===== src/hw/rtl/vfa_pkg.sv =====
// ----------------------------------------------------------------------------
// vfa_pkg
// Widths, stage counts, types and helpers of the vector fixed point ALU.
// ----------------------------------------------------------------------------
`default_nettype none

package vfa_pkg;

	localparam int DW     = 32;
	localparam int FRAC   = 16;
	localparam int NLANE  = 4;
	localparam int CMD_W  = 4;

	localparam int PROD_W = 2 * DW;
	localparam int SUM_W  = 2 * DW + 3;
	localparam int RAD_W  = 2 * DW + 2;
	localparam int ROOT_W = DW + 1;
	localparam int REM_W  = ROOT_W + 3;
	localparam int NUM_W  = DW + FRAC;
	localparam int DVS_W  = ROOT_W;

	// stage where the root is ready, stage where the quotient is ready
	localparam int SQ_S   = 3 + ROOT_W;
	localparam int QS     = SQ_S + NUM_W;

	localparam int IN_W   = CMD_W + 9 * DW;
	localparam int IN_TW  = ((IN_W + 7) / 8) * 8;
	localparam int OUT_W  = 5 * DW + 1;
	localparam int OUT_TW = ((OUT_W + 7) / 8) * 8;

	typedef enum logic [CMD_W-1:0] {
		CMD_ADD   = 4'd0,
		CMD_SUB   = 4'd1,
		CMD_MUL   = 4'd2,
		CMD_DIV   = 4'd3,
		CMD_SCALE = 4'd4,
		CMD_DIVS  = 4'd5,
		CMD_DOT   = 4'd6,
		CMD_LEN   = 4'd7,
		CMD_LENSQ = 4'd8,
		CMD_NORM  = 4'd9
	} cmd_t;

	typedef logic [DW-1:0] word_t;

	typedef struct packed {
		logic [PROD_W-1:0] prod;
		logic              neg;
	} prod_t;

	typedef struct packed {
		word_t alt;
		logic  qneg;
		logic  dsz;
		logic  ddz;
		word_t dvd;
		word_t dvs;
	} lane_t;

	typedef struct packed {
		word_t alt;
		logic  qneg;
		logic  dsz;
		logic  ddz;
	} side_t;

	function automatic word_t mag_of(input word_t v);
		return v[DW-1] ? word_t'(-v) : v;
	endfunction

	function automatic word_t sat_mag(input logic neg, input logic [SUM_W-1:0] m);
		logic [SUM_W-1:0] cap;
		word_t            x;
		cap = neg ? (SUM_W'(1) << (DW - 1)) : ((SUM_W'(1) << (DW - 1)) - SUM_W'(1));
		x = (m > cap) ? cap[DW-1:0] : m[DW-1:0];
		return neg ? word_t'(-x) : x;
	endfunction

endpackage

`default_nettype wire


===== src/hw/rtl/vfa_lane.sv =====
// ----------------------------------------------------------------------------
// vfa_lane
// One component lane: operand magnitudes, product, add/sub, divide operands.
// ----------------------------------------------------------------------------
`default_nettype none

module vfa_lane (
	input  logic           clk,
	input  logic           en,
	input  vfa_pkg::cmd_t  cmd,
	input  vfa_pkg::cmd_t  cmd_s1,
	input  vfa_pkg::word_t a,
	input  vfa_pkg::word_t b,
	input  vfa_pkg::word_t s,
	output vfa_pkg::prod_t prod_s1,
	output vfa_pkg::lane_t info_s2
);
	import vfa_pkg::*;

	word_t       a_mag, b_mag, s_mag, m_op, as_sat, dvs_c, mres, alt_c;
	logic        m_neg, q_neg;
	logic [DW:0] sum_c;
	word_t       as_s1, araw_s1, dvd_s1, dvs_s1;
	logic        qneg_s1;

	always_comb begin
		a_mag = mag_of(a);
		b_mag = mag_of(b);
		s_mag = mag_of(s);
		m_op  = a_mag;
		m_neg = 1'b0;
		unique case (cmd)
			CMD_MUL, CMD_DOT: begin
				m_op  = b_mag;
				m_neg = a[DW-1] ^ b[DW-1];
			end
			CMD_SCALE: begin
				m_op  = s_mag;
				m_neg = a[DW-1] ^ s[DW-1];
			end
			default: ;
		endcase
		if (cmd == CMD_SUB) begin
			sum_c = {a[DW-1], a} - {b[DW-1], b};
		end else begin
			sum_c = {a[DW-1], a} + {b[DW-1], b};
		end
		as_sat = (sum_c[DW] != sum_c[DW-1]) ? {sum_c[DW], {(DW-1){~sum_c[DW]}}}
			: sum_c[DW-1:0];
		dvs_c = (cmd == CMD_DIV) ? b_mag : s_mag;
		q_neg = a[DW-1] ^ ((cmd == CMD_DIV) ? b[DW-1] : (cmd == CMD_DIVS) ? s[DW-1] : 1'b0);
	end

	always_comb begin
		mres = sat_mag(prod_s1.neg, SUM_W'(prod_s1.prod >> FRAC));
		unique case (cmd_s1)
			CMD_MUL, CMD_SCALE: alt_c = mres;
			CMD_NORM:           alt_c = araw_s1;
			default:            alt_c = as_s1;
		endcase
	end

	always_ff @(posedge clk) begin
		if (en) begin
			prod_s1.prod <= PROD_W'(a_mag) * PROD_W'(m_op);
			prod_s1.neg  <= m_neg;
			as_s1        <= as_sat;
			araw_s1      <= a;
			dvd_s1       <= a_mag;
			dvs_s1       <= dvs_c;
			qneg_s1      <= q_neg;
			info_s2.alt  <= alt_c;
			info_s2.qneg <= qneg_s1;
			info_s2.dsz  <= (dvs_s1 == '0);
			info_s2.ddz  <= (dvd_s1 == '0);
			info_s2.dvd  <= dvd_s1;
			info_s2.dvs  <= dvs_s1;
		end
	end

endmodule

`default_nettype wire


===== config.mk =====
export PLATFORM = sky130hd
export DESIGN_NAME = vfa_lane
export DESIGN_NICKNAME = d
export VERILOG_FILES = /design/src/hw/rtl/vfa_pkg.sv /design/src/hw/rtl/vfa_lane.sv
export SDC_FILE = /design/constraint.sdc
export NUM_CORES = 2
export LEC_CHECK = 0
export BUFFER_PORTS_ARGS = -buffer_cell sky130_fd_sc_hd__buf_2
export CORE_MARGIN = 2
export CORE_UTILIZATION = 51
export DETAILED_ROUTE_END_ITERATION = 10
export PLACE_DENSITY = 0.71
export REMOVE_ABC_BUFFERS = 1
export SLEW_MARGIN = 20
export SYNTH_ARGS = -nofsm -noshare
export SYNTH_HDL_FRONTEND = slang
export SYNTH_SLANG_ARGS = --single-unit
export TNS_END_PERCENT = 1

===== constraint.sdc =====
create_clock -name clk -period 17.36 [get_ports clk]
set_clock_uncertainty 0.2 [all_clocks]
set_input_delay 3.472 -clock clk [delete_from_list [all_inputs] [get_ports clk]]
set_output_delay 3.472 -clock clk [all_outputs]
set_load 0.01 [all_outputs]

=== Word level (Yosys, flattened, before mapping) ===
Index checks and enable logic that the tools add are counted.

* $add $sub $neg: 6
* Multipliers: 1
* $lt $le $gt $ge: 1
* Equal/unequal tests: 10
* Mux-type cells: 14
* Bitwise operators: 4
* Reductions and logical operators: 4

{| class="wikitable"
|+ Operator list
! kind !! count
|-
| $mux 32 || 8
|-
| $neg 32->32 || 4
|-
| $pmux 32 s2 || 2
|-
| $logic_not 32->1 || 2
|-
| $mul 32x32->64 || 1
|-
| $gt 48x32->1 || 1
|-
| $add 32x32->33 || 1
|-
| $mux 33 || 1
|-
| $sub 32x32->33 || 1
|-
| $eq 4x3->1 const B || 4
|-
| $eq 4x2->1 const B || 3
|-
| $eq 4x1->1 const B || 1
|-
| $eq 4x4->1 const B || 1
|-
| $reduce_or 2->1 || 2
|-
| $xor 1x1->1 || 3
|-
| $mux 1 || 2
|-
| $pmux 1 s2 || 1
|-
| $ne 1x1->1 || 1
|-
| $not 1->1 || 1
|}

* Register bits after elaboration: 293
* Bits of input ports: 106
* Output and inout bits: 164
* Word-level logic and storage cells: 53

=== Depth between registers and ports, before layout ===
* Depth in word-level cells: 6
* Depth in mapped cells: 38
* Depth with buffers taken out: 35

=== Least setup slack after synthesis ===
Ideal clock, no wire load.

* Kind: input to register
* Start point: input port a[0]
* End point: register prod_s1[63] (netlist bit), data pin
* Setup time: 0.260 ns
* Arrival time: 13.050 ns
* Required time: 16.900 ns
* Setup slack: 3.850 ns
* Cell stages on the path: 33
* Path buffers: 3
* Path through: inv_1 -> clkbuf_1 -> ha_1 -> or4b_1 -> or4_4 -> or3_1 -> o41a_1 -> xnor2_2 -> inv_2 -> clkbuf_1 -> nand2_1 -> fa_1 -> inv_1 -> fa_1 -> inv_1 -> fa_1 -> fa_1 -> inv_1 -> fa_1 -> fa_1 -> fa_1 -> inv_1 -> fa_1 -> inv_1 -> ha_1 -> clkbuf_1 -> and3_1 -> a221o_1 -> a221oi_1 -> o2111ai_1 -> a2111oi_0 -> nor2_1 -> xor2_1

* Cells in the longest elaborated chain, start to end: 4

{| class="wikitable"
|+ RTL lines
! element !! RTL line !! source
|-
| start, declared || vfa_lane.sv:12 || <nowiki>input vfa_pkg::word_t a,</nowiki>
|-
| $neg 32->32 || vfa_pkg.sv:68 || <nowiki>return v[DW-1] ? word_t'(-v) : v;</nowiki>
|-
| $mux 32 (*) || vfa_pkg.sv:68 ||
|-
| $pmux 32 s2 || vfa_lane.sv:32 || <nowiki>unique case (cmd)</nowiki>
|-
| $mul 32x32->64 (*) || vfa_lane.sv:65 || <nowiki>prod_s1.prod <= PROD_W'(a_mag) * PROD_W'(m_op);</nowiki>
|-
| end, declared || vfa_lane.sv:15 || <nowiki>output vfa_pkg::prod_t prod_s1,</nowiki>
|}

Mark *: on every way between the ends. The rest lies on a longest branch, timed or not.
A chain may end at the register's enable or synchronous reset.

=== Worst setup path in the final report ===
* Start point: input port a[0]
* End point: register prod_s1[64] (netlist bit), data pin

Same word-level chain as after synthesis.

==> summary.md <==
* built — TritonCTS clock tree
* 8.74% — synth-to-layout area growth
* 0.61 ns — Skew-Pair Late Insertion Delay
* 17.51 ns — required time worst endpoint
* 252 mm — global-route wire length before repair
* 39322 — via total after detailed routing
* 0.975 — final estimated routing congestion in global placement
* 34.8% — global-route usage over all layers
* 0 — residual DRC count
* 16.4% — Worst slew margin
* met5 — Top Layer Used
* 3 — maximum buffer depth of the clock tree
* 25.3 um — wire per inst
* 6 — detailed-routing iteration count for the pre-antenna-repair pass
* false — RSZ-0062 raised after global routing
* 131 mm — DPL Wire Length
* 9.36 um^2 — Synth Area per Inst
* 0 — number of setup buffers added after CTS
* 18.0% — sequential share of the synthesized area
* 18.9 mm — routed wire length on met3
* 27 — largest fanout on the critical path
* 86.5% — period utilization
* 113 — number of placement rows
* 0 — final slew viol count
* 5.90 — via density per instance
* sky130_fd_sc_hd__edfxtp_1 — most used flip-flop cell after synthesis
* 0 ns — setup_tns
* 0 — number of cells upsized or downsized after cts
* 105 — pin count of the biggest net entering global routing
* 0 — hold-fix buffers at CTS
* 48600 um^2 — netlist area before placement
* 40432 — number of global-route vias before repair
* 5189 — Synth Instances
* 0 — Yosys Warn Count
* 0 — Fin. Hold Viols
* 75.7 mm — Met2 Wirelength
* 313 um — Die Wd
* 15.02 ns — fin crit period
* 51.3% — initial core utilization
* register to register — worst hold-check path type
* qneg_s1$_DFFE_PP_ — hold_sp
* 0 — final setup violation count
* 9.39% — share of layout cells above drive strength 1
* 0 — count of antenna-violating nets left after detailed routing
* 1.25 ns — Slew @ Worst Pin
* register — critical path endpoint category
* input port — Worst Setup Start Kind
* 97700 um^2 — Die Footprint
* 292 — number of enable flip-flop cells after synthesis
* sky130_fd_sc_hd__fa_1 — cell repeated most along the worst path
* 0.0666 GHz — peak clock frequency supported by timing
* 0.06 ns — Reg clk slew, reported paths
* 0 — max-capacitance violation count
* 269 — port bufs
* sky130_fd_sc_hd__clkbuf_16 — clock tree root buffer cell
* 62.4 mm — met1 wire length
* a[0] — worst setup path startpoint
* sky130_fd_sc_hd__a21o_1 — Crit-path slowest cell
* 6696 — NumNets Final
* 94700 um^2 — area inside the core boundary
* completed — run status
* 292 — clk sink count
* 79 — count of unique library cells instantiated by Yosys
* 15.17 ns — worst path arrival time
* 292 — Seq cells post-synth
* 169 mm — final wirelength
* 0 — GR Overflow Total
* 7 — antenna violations before repair
* 270 — IO Pins
* 2 — number of H-tree branching levels
* 0.91 ns — CP peak stage delay
* 55.8% — final core utilization
* 313 um — die boundary height
* prod_s1[0]$_SDFFCE_PP0P_ — origin of the critical flop-to-flop path
* 4151 — Initial DRC Count
* input port to register — critical setup path kind
* 36 — total CTS buffers
* 0% — fraction of registers with async set/reset
## cell type report
cell class,count,area (um^2)
Antenna cell,8,20.0
Clock buffer,43,927
Clock inverter,22,220
Fill cell,8426,41900
Inverter,991,3720
Multi-Input combinational cell,3655,35400
Sequential cell,292,8770
Tap cell,1265,1580
Timing Repair Buffer,385,2230
## cells in the mapped netlist (all sizes together), types with 30 or more instances
cell type  instances  area [um^2]
a21oi            158          802
nor3              36          180
xor2             139         1230
nor2             585         2200
a21o              61          458
clkbuf           222          833
mux2i             34          340
ha               332         4150
nor4              36          240
o21ai            141          709
fa               897        18000
inv              984         3690
nand2            661         2480
and2              30          188
maj3              31          310
nand3             38          190
o31ai             43          323
xnor2             69          612
edfxtp           292         8770
## per-stage QoR
step	setup slack, ns	std cells	hold WS [ns]	cell area, um^2
CTS	2.28	6652	0.230	52800
floorplan	2.50	4938	0.200	47600
global placement	1.87	6587	0.212	51600
finish	2.34	6661	0.234	52800
detailed placement	1.71	6587	0.207	51600
global route	2.09	6655	0.231	52800
## kinds of logic (layout without fill, tap and decap cells)
kind of cell / Yosys count / count (layout) / synth area share, %
buffers and inverters: 1242 / 1441 / 9.66
muxes: 34 / 34 / 0.700
and+or+nand+nor: 1537 / 1537 / 13.4
adders and majority gates: 1260 / 1260 / 46.1
AOI/OAI and AO/OA: 616 / 616 / 8.24
xor gates and xnor gates: 208 / 208 / 3.80
DFF: 292 / 292 / 18.0
other: 0 / 8 / 0
## final timing paths
check             slack, ns  depth (start not counted)               endpoint
setup / recovery       2.34                         32  prod_s1[64]$_DFFE_PP_
hold / removal         0.23                          0  info_s2[66]$_DFFE_PP_
setup reg to reg      10.46                         23  info_s2[91]$_DFFE_PP_
hold reg to reg        0.23                          0  info_s2[66]$_DFFE_PP_
## metal layers
metal,up-vias,GRT usage [%]
li1,16661,-
met2,2434,54.3
met1,19629,44.5
met3,594,8.65
met4,4,19.9
met5,-,0
## flip-flops by register name, summed over array words and instances, names as in the netlist
name,count
info_s2,99
prod_s1,65
araw_s1,32
as_s1,32
dvs_s1,32
dvd_s1,31
qneg_s1,1
## placed cells by master (no fill, tap or decap), types with 17 or more instances in the layout
| cell | n |
|---|---|
| sky130_fd_sc_hd__nand2_1 | 661 |
| sky130_fd_sc_hd__clkbuf_16 | 36 |
| sky130_fd_sc_hd__mux2i_1 | 34 |
| sky130_fd_sc_hd__fa_1 | 897 |
| sky130_fd_sc_hd__or3_1 | 26 |
| sky130_fd_sc_hd__nor4_1 | 35 |
| sky130_fd_sc_hd__o21bai_1 | 21 |
| sky130_fd_sc_hd__edfxtp_1 | 292 |
| sky130_fd_sc_hd__and2_1 | 30 |
| sky130_fd_sc_hd__o31ai_1 | 43 |
| sky130_fd_sc_hd__a21oi_1 | 148 |
| sky130_fd_sc_hd__ha_1 | 332 |
| sky130_fd_sc_hd__xor2_1 | 122 |
| sky130_fd_sc_hd__buf_2 | 268 |
| sky130_fd_sc_hd__a22oi_1 | 26 |
| sky130_fd_sc_hd__nand4_1 | 25 |
| sky130_fd_sc_hd__o21ai_0 | 129 |
| sky130_fd_sc_hd__xor2_2 | 17 |
| sky130_fd_sc_hd__maj3_1 | 31 |
| sky130_fd_sc_hd__xnor2_1 | 67 |
| sky130_fd_sc_hd__nor3_1 | 36 |
| sky130_fd_sc_hd__nor2_1 | 583 |
| sky130_fd_sc_hd__a21o_1 | 61 |
| sky130_fd_sc_hd__and3_1 | 19 |
| sky130_fd_sc_hd__inv_1 | 978 |
| sky130_fd_sc_hd__nand3_1 | 38 |
| sky130_fd_sc_hd__a31oi_1 | 21 |
| sky130_fd_sc_hd__buf_4 | 116 |
## critical path: cells and delay by family
| kind | cells | cell delay [ns] |
|---|---|---|
| adders and majority gates | 10 | 4.62 |
| and+or+nand+nor | 7 | 2.66 |
| buffers and inverters | 5 | 1.17 |
| AOI/OAI and AO/OA | 8 | 2.87 |
| xor gates and xnor gates | 2 | 0.33 |
Power is not shown: default switching activity piles up to over one toggle a cycle in this logic, so the estimate is an artifact.
